**config.mk**
```make
export PLATFORM = sky130hd
export DESIGN_NAME = amp_offset_cal_encoder_top
export DESIGN_NICKNAME = d
export VERILOG_FILES = /design/src/rtl/aoce_pkg.sv /design/src/rtl/aoce_front.sv /design/src/rtl/aoce_div.sv /design/src/rtl/aoce_back.sv /design/src/rtl/amp_offset_cal_encoder_top.sv
export VERILOG_INCLUDE_DIRS = /design/src /design/src/rtl
export SDC_FILE = /design/constraint.sdc
export NUM_CORES = 2
export LEC_CHECK = 0
export BUFFER_PORTS_ARGS = -buffer_cell sky130_fd_sc_hd__buf_2
export CAP_MARGIN = 20
export CORE_MARGIN = 8
export CORE_UTILIZATION = 40
export CTS_BUF_LIST = sky130_fd_sc_hd__clkbuf_4 sky130_fd_sc_hd__clkbuf_8 sky130_fd_sc_hd__clkbuf_16
export CTS_CLUSTER_DIAMETER = 100
export DETAILED_ROUTE_END_ITERATION = 12
export PLACE_DENSITY = 0.52
export SYNTH_ARGS = -nofsm -noshare
export SYNTH_HDL_FRONTEND = slang
export SYNTH_HIERARCHICAL = 1
export SYNTH_SLANG_ARGS = --single-unit
```
**constraint.sdc**
```tcl
create_clock -name aclk -period 44.5 [get_ports aclk]
set_input_delay 11.125 -clock aclk [delete_from_list [all_inputs] [get_ports aclk]]
set_output_delay 11.125 -clock aclk [all_outputs]
set_load 0.01 [all_outputs]
```
**src/rtl/amp_offset_cal_encoder_top_defines.svh**
```systemverilog
// Assertion macros used by the top level of the offset calibration encoder.
`ifndef AMP_OFFSET_CAL_ENCODER_TOP_DEFINES_SVH
`define AMP_OFFSET_CAL_ENCODER_TOP_DEFINES_SVH

// Same-cycle implication, checked only while out of reset.
`define AOCE_ASSERT_IMPLIES(label, clk, rstn, ante, cons, msg) \
    label: assert property (@(posedge clk) disable iff (!rstn) (ante) |-> (cons)) \
        else $error(msg);

// Next-cycle implication, checked during reset as well.
`define AOCE_ASSERT_NEXT(label, clk, ante, cons, msg) \
    label: assert property (@(posedge clk) (ante) |=> (cons)) \
        else $error(msg);

`endif

```
**src/rtl/aoce_pkg.sv**
```systemverilog
// Types, constants and the step lookup table of the offset calibration encoder.
`default_nettype none

package aoce_pkg;

    localparam int MAG_W   = 23;
    localparam int STEP_W  = 11;
    localparam int VLSB_W  = 15;
    localparam int BOUND_W = 22;
    localparam int Q_W     = 7;
    localparam int PROD_W  = Q_W + VLSB_W;
    localparam int NUM_RANGES = 4;

    localparam int BASE_STEP_UV = 126;
    localparam int COEFF_SCALE  = 1000;
    localparam int GAIN_DIV [6] = '{1333, 2301, 4283, 8289, 16311, 31599};

    localparam logic [1:0] BIAS_BANDGAP  = 2'd1;
    localparam logic [1:0] BIAS_SUPPLY   = 2'd2;
    localparam logic [3:0] BANDGAP_VOLTS = 4'd5;
    localparam logic [2:0] GAIN_UNITY    = 3'd0;

    typedef enum logic [1:0] {
        REG_BIAS_SOURCE  = 2'd0,
        REG_GAIN_CODE    = 2'd1,
        REG_SUPPLY_VOLTS = 2'd2
    } reg_index_t;

    typedef enum logic [1:0] {
        STATUS_OK    = 2'd0,
        STATUS_BIAS  = 2'd1,
        STATUS_UNITY = 2'd2,
        STATUS_RANGE = 2'd3
    } status_t;

    typedef struct packed {
        logic [1:0] bias_source;
        logic [2:0] gain_code;
        logic [3:0] supply_volts;
    } cfg_t;

    // Sideband that travels with each transaction through the pipeline.
    typedef struct packed {
        status_t    status;
        logic       neg;
        logic [1:0] range_code;
    } tag_t;

    typedef logic [STEP_W-1:0] step_table_t [128];

    // Range-0 step in microvolts indexed by {gain_code, volts}; zero marks a
    // step that is not positive.
    function automatic step_table_t build_step_table();
        step_table_t tbl;
        int s;
        int d;
        int num;
        int q;
        for (int g = 0; g < 8; g++) begin
            for (int v = 0; v < 16; v++) begin
                s = BASE_STEP_UV * (v - 1);
                if (s <= 0) begin
                    tbl[g * 16 + v] = '0;
                end else if (g < 2) begin
                    tbl[g * 16 + v] = STEP_W'(s);
                end else begin
                    d = GAIN_DIV[g - 2];
                    // Rounded quotient by shift and subtract; it fits in STEP_W bits.
                    num = s * COEFF_SCALE + d / 2;
                    q = 0;
                    for (int b = STEP_W - 1; b >= 0; b--) begin
                        if (num >= (d << b)) begin
                            num = num - (d << b);
                            q = q | (1 << b);
                        end
                    end
                    tbl[g * 16 + v] = STEP_W'(q);
                end
            end
        end
        return tbl;
    endfunction

    localparam step_table_t STEP_TABLE = build_step_table();

endpackage

`default_nettype wire

```
**src/rtl/aoce_front.sv**
```systemverilog
// Front stages: step lookup, range bounds, range selection and dividend.
`default_nettype none

module aoce_front
    import aoce_pkg::*;
(
    input  wire logic                     aclk,
    input  wire logic                     aresetn,
    input  wire logic                     en,
    input  wire cfg_t                     cfg,
    input  wire logic                     in_valid,
    input  wire logic signed [MAG_W-1:0]  in_request,
    output logic                          out_valid,
    output tag_t                          out_tag,
    output logic [MAG_W-1:0]              out_dividend,
    output logic [VLSB_W-1:0]             out_divisor
);

    // Stage 1: capture, magnitude, early status and step lookup.
    logic              v1_reg;
    tag_t              tag1_reg, tag1_next;
    logic [MAG_W-1:0]  mag1_reg, mag1_next;
    logic [STEP_W-1:0] step1_reg, step1_next;
    logic [3:0]        volts_sel;

    always_comb begin
        volts_sel = (cfg.bias_source == BIAS_SUPPLY) ? cfg.supply_volts : BANDGAP_VOLTS;
        step1_next = STEP_TABLE[{cfg.gain_code, volts_sel}];
        tag1_next.neg = in_request[MAG_W-1];
        tag1_next.range_code = 2'd0;
        mag1_next = in_request[MAG_W-1] ? MAG_W'(-in_request) : MAG_W'(in_request);
        if (cfg.bias_source != BIAS_BANDGAP && cfg.bias_source != BIAS_SUPPLY) begin
            tag1_next.status = STATUS_BIAS;
        end else if (cfg.gain_code == GAIN_UNITY) begin
            tag1_next.status = STATUS_UNITY;
        end else begin
            tag1_next.status = STATUS_OK;
        end
    end

    // Stage 2: step lsb of every range, step * (2^(i+1) - 1).
    logic              v2_reg;
    tag_t              tag2_reg;
    logic [MAG_W-1:0]  mag2_reg;
    logic [VLSB_W-1:0] vlsb2_reg [NUM_RANGES];
    logic [VLSB_W-1:0] vlsb2_next [NUM_RANGES];

    always_comb begin
        for (int i = 0; i < NUM_RANGES; i++) begin
            vlsb2_next[i] = (VLSB_W'(step1_reg) << (i + 1)) - VLSB_W'(step1_reg);
        end
    end

    // Stage 3: compare against 127 steps of every range, take the first fit.
    logic              v3_reg;
    tag_t              tag3_reg, tag3_next;
    logic [MAG_W-1:0]  mag3_reg;
    logic [VLSB_W-1:0] vlsb3_reg, vlsb3_next;
    logic [BOUND_W-1:0] bound [NUM_RANGES];
    logic [NUM_RANGES-1:0] fit;

    always_comb begin
        for (int i = 0; i < NUM_RANGES; i++) begin
            bound[i] = (BOUND_W'(vlsb2_reg[i]) << 7) - BOUND_W'(vlsb2_reg[i]);
            fit[i] = mag2_reg < {1'b0, bound[i]};
        end
        tag3_next = tag2_reg;
        vlsb3_next = vlsb2_reg[NUM_RANGES-1];
        for (int i = NUM_RANGES - 1; i >= 0; i--) begin
            if (fit[i]) begin
                tag3_next.range_code = 2'(i);
                vlsb3_next = vlsb2_reg[i];
            end
        end
        // A step that is not positive reads as zero and fits no range.
        if (tag2_reg.status == STATUS_OK && fit == '0) begin
            tag3_next.status = STATUS_RANGE;
        end
    end

    // Stage 4: rounding offset added to the dividend.
    logic              v4_reg;
    tag_t              tag4_reg;
    logic [MAG_W-1:0]  dvd4_reg, dvd4_next;
    logic [VLSB_W-1:0] vlsb4_reg;

    assign dvd4_next = mag3_reg + MAG_W'(vlsb3_reg >> 1);

    always_ff @(posedge aclk) begin
        if (!aresetn) begin
            v1_reg <= 1'b0;
            v2_reg <= 1'b0;
            v3_reg <= 1'b0;
            v4_reg <= 1'b0;
        end else if (en) begin
            v1_reg <= in_valid;
            v2_reg <= v1_reg;
            v3_reg <= v2_reg;
            v4_reg <= v3_reg;
        end
    end

    always_ff @(posedge aclk) begin
        if (en) begin
            tag1_reg  <= tag1_next;
            mag1_reg  <= mag1_next;
            step1_reg <= step1_next;
            tag2_reg  <= tag1_reg;
            mag2_reg  <= mag1_reg;
            vlsb2_reg <= vlsb2_next;
            tag3_reg  <= tag3_next;
            mag3_reg  <= mag2_reg;
            vlsb3_reg <= vlsb3_next;
            tag4_reg  <= tag3_reg;
            dvd4_reg  <= dvd4_next;
            vlsb4_reg <= vlsb3_reg;
        end
    end

    assign out_valid    = v4_reg;
    assign out_tag      = tag4_reg;
    assign out_dividend = dvd4_reg;
    assign out_divisor  = vlsb4_reg;

endmodule

`default_nettype wire

```
**src/rtl/aoce_div.sv**
```systemverilog
// Pipelined restoring divider, one quotient bit per stage.
`default_nettype none

module aoce_div
    import aoce_pkg::*;
(
    input  wire logic              aclk,
    input  wire logic              aresetn,
    input  wire logic              en,
    input  wire logic              in_valid,
    input  wire tag_t              in_tag,
    input  wire logic [MAG_W-1:0]  in_dividend,
    input  wire logic [VLSB_W-1:0] in_divisor,
    output logic                   out_valid,
    output tag_t                   out_tag,
    output logic [Q_W-1:0]         out_quot,
    output logic [VLSB_W-1:0]      out_divisor
);

    logic              vld_reg  [Q_W];
    tag_t              tag_reg  [Q_W];
    logic [MAG_W-1:0]  rem_reg  [Q_W];
    logic [Q_W-1:0]    quot_reg [Q_W];
    logic [VLSB_W-1:0] dvs_reg  [Q_W];

    for (genvar k = 0; k < Q_W; k++) begin : g_stage
        localparam int B = Q_W - 1 - k;

        logic              v_in;
        tag_t              t_in;
        logic [MAG_W-1:0]  r_in;
        logic [Q_W-1:0]    q_in;
        logic [VLSB_W-1:0] d_in;
        logic [MAG_W:0]    shifted;
        logic [MAG_W:0]    diff;
        logic              take;
        logic [Q_W-1:0]    q_next;
        logic [MAG_W-1:0]  r_next;

        if (k == 0) begin : g_first
            assign v_in = in_valid;
            assign t_in = in_tag;
            assign r_in = in_dividend;
            assign q_in = '0;
            assign d_in = in_divisor;
        end else begin : g_rest
            assign v_in = vld_reg[k-1];
            assign t_in = tag_reg[k-1];
            assign r_in = rem_reg[k-1];
            assign q_in = quot_reg[k-1];
            assign d_in = dvs_reg[k-1];
        end

        // The remainder stays below twice the shifted divisor, so one trial
        // subtraction settles each bit.
        assign shifted = (MAG_W + 1)'(d_in) << B;
        assign diff    = {1'b0, r_in} - shifted;
        assign take    = !diff[MAG_W];
        assign q_next  = q_in | (Q_W'(take) << B);
        assign r_next  = take ? diff[MAG_W-1:0] : r_in;

        always_ff @(posedge aclk) begin
            if (!aresetn) begin
                vld_reg[k] <= 1'b0;
            end else if (en) begin
                vld_reg[k] <= v_in;
            end
        end

        always_ff @(posedge aclk) begin
            if (en) begin
                tag_reg[k]  <= t_in;
                rem_reg[k]  <= r_next;
                quot_reg[k] <= q_next;
                dvs_reg[k]  <= d_in;
            end
        end
    end

    assign out_valid   = vld_reg[Q_W-1];
    assign out_tag     = tag_reg[Q_W-1];
    assign out_quot    = quot_reg[Q_W-1];
    assign out_divisor = dvs_reg[Q_W-1];

endmodule

`default_nettype wire

```
**src/rtl/aoce_back.sv**
```systemverilog
// Back stages: applied offset product, sign and result register.
`default_nettype none

module aoce_back
    import aoce_pkg::*;
(
    input  wire logic              aclk,
    input  wire logic              aresetn,
    input  wire logic              en,
    input  wire logic              in_valid,
    input  wire tag_t              in_tag,
    input  wire logic [Q_W-1:0]    in_quot,
    input  wire logic [VLSB_W-1:0] in_divisor,
    output logic                   out_valid,
    output logic [1:0]             out_status,
    output logic [1:0]             out_range_code,
    output logic [7:0]             out_cal_code,
    output logic signed [MAG_W-1:0] out_applied_uv
);

    logic              vp_reg;
    tag_t              tagp_reg;
    logic [Q_W-1:0]    quotp_reg;
    logic [PROD_W-1:0] prodp_reg, prodp_next;

    logic              vo_reg;
    logic [1:0]        status_reg, status_next;
    logic [1:0]        range_reg, range_next;
    logic [7:0]        cal_reg, cal_next;
    logic [MAG_W-1:0]  applied_reg, applied_next;
    logic [MAG_W-1:0]  prod_ext;

    assign prodp_next = PROD_W'(in_quot) * PROD_W'(in_divisor);
    assign prod_ext   = MAG_W'(prodp_reg);

    always_comb begin
        status_next = tagp_reg.status;
        if (tagp_reg.status == STATUS_OK) begin
            range_next   = tagp_reg.range_code;
            cal_next     = {~tagp_reg.neg, quotp_reg};
            applied_next = tagp_reg.neg ? (~prod_ext + MAG_W'(1)) : prod_ext;
        end else begin
            range_next   = '0;
            cal_next     = '0;
            applied_next = '0;
        end
    end

    always_ff @(posedge aclk) begin
        if (!aresetn) begin
            vp_reg <= 1'b0;
            vo_reg <= 1'b0;
        end else if (en) begin
            vp_reg <= in_valid;
            vo_reg <= vp_reg;
        end
    end

    always_ff @(posedge aclk) begin
        if (en) begin
            tagp_reg    <= in_tag;
            quotp_reg   <= in_quot;
            prodp_reg   <= prodp_next;
            status_reg  <= status_next;
            range_reg   <= range_next;
            cal_reg     <= cal_next;
            applied_reg <= applied_next;
        end
    end

    assign out_valid      = vo_reg;
    assign out_status     = status_reg;
    assign out_range_code = range_reg;
    assign out_cal_code   = cal_reg;
    assign out_applied_uv = applied_reg;

endmodule

`default_nettype wire

```
**src/rtl/amp_offset_cal_encoder_top.sv**
```systemverilog
// Top level of the offset calibration encoder: registers, pipeline and checks.
// Throughput: one transaction per cycle; the 13-stage pipeline, with a 7-stage
// divider at one quotient bit per stage, advances whenever the result register is free.
// Reset: synchronous active-low aresetn empties the pipeline and sets bias_source 0,
// gain_code 0 and supply_volts 5.
`default_nettype none
`include "amp_offset_cal_encoder_top_defines.svh"

module amp_offset_cal_encoder_top
    import aoce_pkg::*;
(
    input  wire logic                 aclk,
    input  wire logic                 aresetn,
    input  wire logic                 cfg_valid,
    output logic                      cfg_ready,
    input  wire logic [1:0]           cfg_index,
    input  wire logic [3:0]           cfg_data,
    input  wire logic                 s_valid,
    output logic                      s_ready,
    input  wire logic signed [22:0]   s_request_uv,
    output logic                      m_valid,
    input  wire logic                 m_ready,
    output logic [1:0]                m_status,
    output logic [1:0]                m_range_code,
    output logic [7:0]                m_cal_code,
    output logic signed [22:0]        m_applied_uv
);

    cfg_t cfg_reg, cfg_next;
    logic en;

    // The whole pipeline moves together while the result register can take data.
    assign en        = !m_valid || m_ready;
    assign s_ready   = en;
    assign cfg_ready = 1'b1;

    always_comb begin
        cfg_next = cfg_reg;
        if (cfg_valid) begin
            unique case (reg_index_t'(cfg_index))
                REG_BIAS_SOURCE:  cfg_next.bias_source  = cfg_data[1:0];
                REG_GAIN_CODE:    cfg_next.gain_code    = cfg_data[2:0];
                REG_SUPPLY_VOLTS: cfg_next.supply_volts = cfg_data;
                default: ;
            endcase
        end
    end

    always_ff @(posedge aclk) begin
        if (!aresetn) begin
            cfg_reg.bias_source  <= 2'd0;
            cfg_reg.gain_code    <= 3'd0;
            cfg_reg.supply_volts <= 4'd5;
        end else begin
            cfg_reg <= cfg_next;
        end
    end

    logic              f_valid;
    tag_t              f_tag;
    logic [MAG_W-1:0]  f_dividend;
    logic [VLSB_W-1:0] f_divisor;

    aoce_front u_front (
        .aclk         (aclk),
        .aresetn      (aresetn),
        .en           (en),
        .cfg          (cfg_reg),
        .in_valid     (s_valid && s_ready),
        .in_request   (s_request_uv),
        .out_valid    (f_valid),
        .out_tag      (f_tag),
        .out_dividend (f_dividend),
        .out_divisor  (f_divisor)
    );

    logic              d_valid;
    tag_t              d_tag;
    logic [Q_W-1:0]    d_quot;
    logic [VLSB_W-1:0] d_divisor;

    aoce_div u_div (
        .aclk        (aclk),
        .aresetn     (aresetn),
        .en          (en),
        .in_valid    (f_valid),
        .in_tag      (f_tag),
        .in_dividend (f_dividend),
        .in_divisor  (f_divisor),
        .out_valid   (d_valid),
        .out_tag     (d_tag),
        .out_quot    (d_quot),
        .out_divisor (d_divisor)
    );

    aoce_back u_back (
        .aclk           (aclk),
        .aresetn        (aresetn),
        .en             (en),
        .in_valid       (d_valid),
        .in_tag         (d_tag),
        .in_quot        (d_quot),
        .in_divisor     (d_divisor),
        .out_valid      (m_valid),
        .out_status     (m_status),
        .out_range_code (m_range_code),
        .out_cal_code   (m_cal_code),
        .out_applied_uv (m_applied_uv)
    );

    `AOCE_ASSERT_IMPLIES(a_error_zero, aclk, aresetn, m_valid && m_status != STATUS_OK, m_range_code == 2'd0 && m_cal_code == 8'd0 && m_applied_uv == 23'sd0, "error result carries nonzero fields")
    `AOCE_ASSERT_IMPLIES(a_pos_sign, aclk, aresetn, m_valid && m_status == STATUS_OK && m_cal_code[7], !m_applied_uv[22], "positive polarity with negative applied offset")
    `AOCE_ASSERT_IMPLIES(a_zero_steps, aclk, aresetn, m_valid && m_status == STATUS_OK && m_cal_code[6:0] == 7'd0, m_applied_uv == 23'sd0, "zero magnitude with nonzero applied offset")
    `AOCE_ASSERT_NEXT(a_reset_empty, aclk, !aresetn, !m_valid, "result valid right after reset")

endmodule

`default_nettype wire

```
==> results.md <==
* Register area share after synthesis at 0.478
* Netlist cell types at 93
* Worst-Skew Late Latency at approximately 0.62 ns
* EDFF count, synth at a little under 600
* Gr ovfl total at 0
* Vias in the first global route at 24458
* Routability cong. at about 0.83
* CP Data Arrival Time at 11.91 ns
* First-pass detailed-route iteration total at 7
* Die height at ~320 µm
* Num rows at roughly 110
* Max-Cap Viols at 0
* Synth Register Bits at about 600
* Top cell type's share of synthesized area at 0.469
* Unrepaired setup endpoints after global routing: no
* Max H-tree Level at 3
* Die Width at ~320 µm
* Period Utilization, post-route at 0.518
* Crit end category: output port
* Max reg flops at ~140
* NumNets Final at 3883
* Synth Flop Type: edfxtp_1
* Critical Path Start Type: input port
* Xor/xnor share of the synthesized area at 0.0634
* Routed WL at between 70000 and 80000 µm
* Maximum operating frequency at between 0.04 and 0.05 GHz
* I/O pins at 72
* Diodes inserted at 0
* Clk sinks at 597
* Detailed Place HPWL at approximately 59000 µm
* Core region area at approximately 93000 µm²
* Area Overhead vs Synth at 11.4%
* Area of the die at 103000 µm²
* Worst-path clk slew at 0.05 ns
* Critical path class: input port to output port
* Synth Area in Compound Gates at 0.129
* Clock skew at ~0.024 ns
* Min-delay worst type: flop to flop
* Syn. warnings at 6
* CTS buffer count at 73
* Final Hold Vio Count at 0
* Hold buffers post-CTS at 0
* Simple-gate share of the synthesized area at 0.123
* Commonest non-fill, non-tap cell in the layout: edfxtp_1
* Top post-synthesis cells by area: edfxtp_1 47%, ha_1 11%, fa_1 3.8%
* Initial antenna violation count at 2
* DRT iter0 DRCs at 1387
* Initial core utilization at 0.401
* Fin cells at 4764
* Worst EP required at 33.38 ns
* Most frequent cells in the layout: 581 x edfxtp_1, 329 x ha_1, 279 x inv_1
* Status: complete, no violations
* Least-Margin Pin Slew at approximately 1.2 ns
* Dominant cell type by area after synthesis: edfxtp_1
* Largest fanout on the critical path at 34
* Setup TNS at 0 ns
* Setup violators final at 0
* Synthesized area at 37200 µm²
* CTS Root Cell: clkbuf_16
* Syn_area_per_cell at 11.1 µm²
* Antenna-violating nets left at 0
* Wire length of the first global-routing pass at between 100000 and 150000 µm
* Clock Path Buffers at 3
* Post-synth ARST share at 0
* Layout cells sized above 1 at 0.0846
* Mapped Nets at 3795
* Avg WL per Cell at ~17 µm
* IO Port Bufs at 70
* Drt drc at 0
* Tot GR Track Use at 0.151
* Max_slew headroom at 0.187
* Via count at around 25000
* CTS resizes at 0
* Period minus WS final at roughly 23 ns
* Vias per inst at just over 5
* Largest net degree at the start of global routing at 214
* Post-CTS setup buffers at 0
* CTS tree: built
* Max-slew violation count at 0
* Dpl cells at ~4600
* Largest family of logic cells by synthesized area: adder cells
* Synth Area in Adders at 0.149
* Post-Synthesis Cells at 3361
* Proportion of synthesized area in mux cells at 0.0188
## layout make-up
class                      count  area [µm²]
clock buffer                  95        2050
clock inverter                41         363
fill                        8840       51400
inverter                     280        1050
multi-input combinational   2400       18000
sequential                   597       17800
tap                         1254        1570
timing repair buffer          97         598
## stage by stage
stage               hold slack [ns]  utilization  area, µm²  setup WS, ns
finish                        0.408        0.446      41400         21.47
detailed placement            0.405        0.420      39000         21.40
CTS                           0.405        0.446      41400         21.40
global placement              0.400        0.420      39000         21.42
floorplan                     0.400            -      37200          8.29
global route                  0.417        0.446      41400         21.39
## metal layers
layer / GRT usage / wire length, µm / vias to the layer above
met1: 0.182 / 34300 / 11663
li1: - / - / 12454
met2: 0.272 / 39600 / 373
met4: 0.0546 / 2590 / 4
met3: 0.0235 / 2670 / 150
met5: 0 / 31 / -
## critical path: stages
cell and delay, ns:
buf_2 0.08, nand2b_4 0.44, buf_2 0.23
## cells by family after synthesis
logic type,after synthesis
and+or+nand+nor,917
muxes,62
buffers and inverters,364
AOI/OAI and AO/OA,751
other,1
adders and majority gates,400
xor gates and xnor gates,269
DFF,597
## cell usage after synthesis, types with 28 or more instances
cell type,number
edfxtp_1,581
ha_1,329
inv_1,279
nand2_1,229
nor2_1,225
a21oi_1,214
o21ai_0,183
xnor2_1,142
xor2_1,127
and2_1,96
fa_1,71
nor3_1,69
clkbuf_1,62
a211oi_1,52
a21o_1,52
nand2b_1,50
nand3_1,42
nor2b_1,41
mux2i_1,30
o21a_1,30
a31oi_1,29
nor4_1,29
o31ai_1,28
## worst paths after layout
kind / start / end / slack [ns] / depth (start not counted)
setup / recovery: m_ready / s_ready / 21.47 / 3
hold / removal: u_div/rem_reg[2][2] / u_div/rem_reg[3][2] / 0.41 / 0
setup reg to reg: u_front/vlsb2_reg[31] / u_front/vlsb3_reg[12] / 38.93 / 18
hold reg to reg: u_div/rem_reg[2][2] / u_div/rem_reg[3][2] / 0.41 / 0
Power is not shown: default switching activity piles up to over one toggle a cycle in this logic, so the estimate is an artifact.
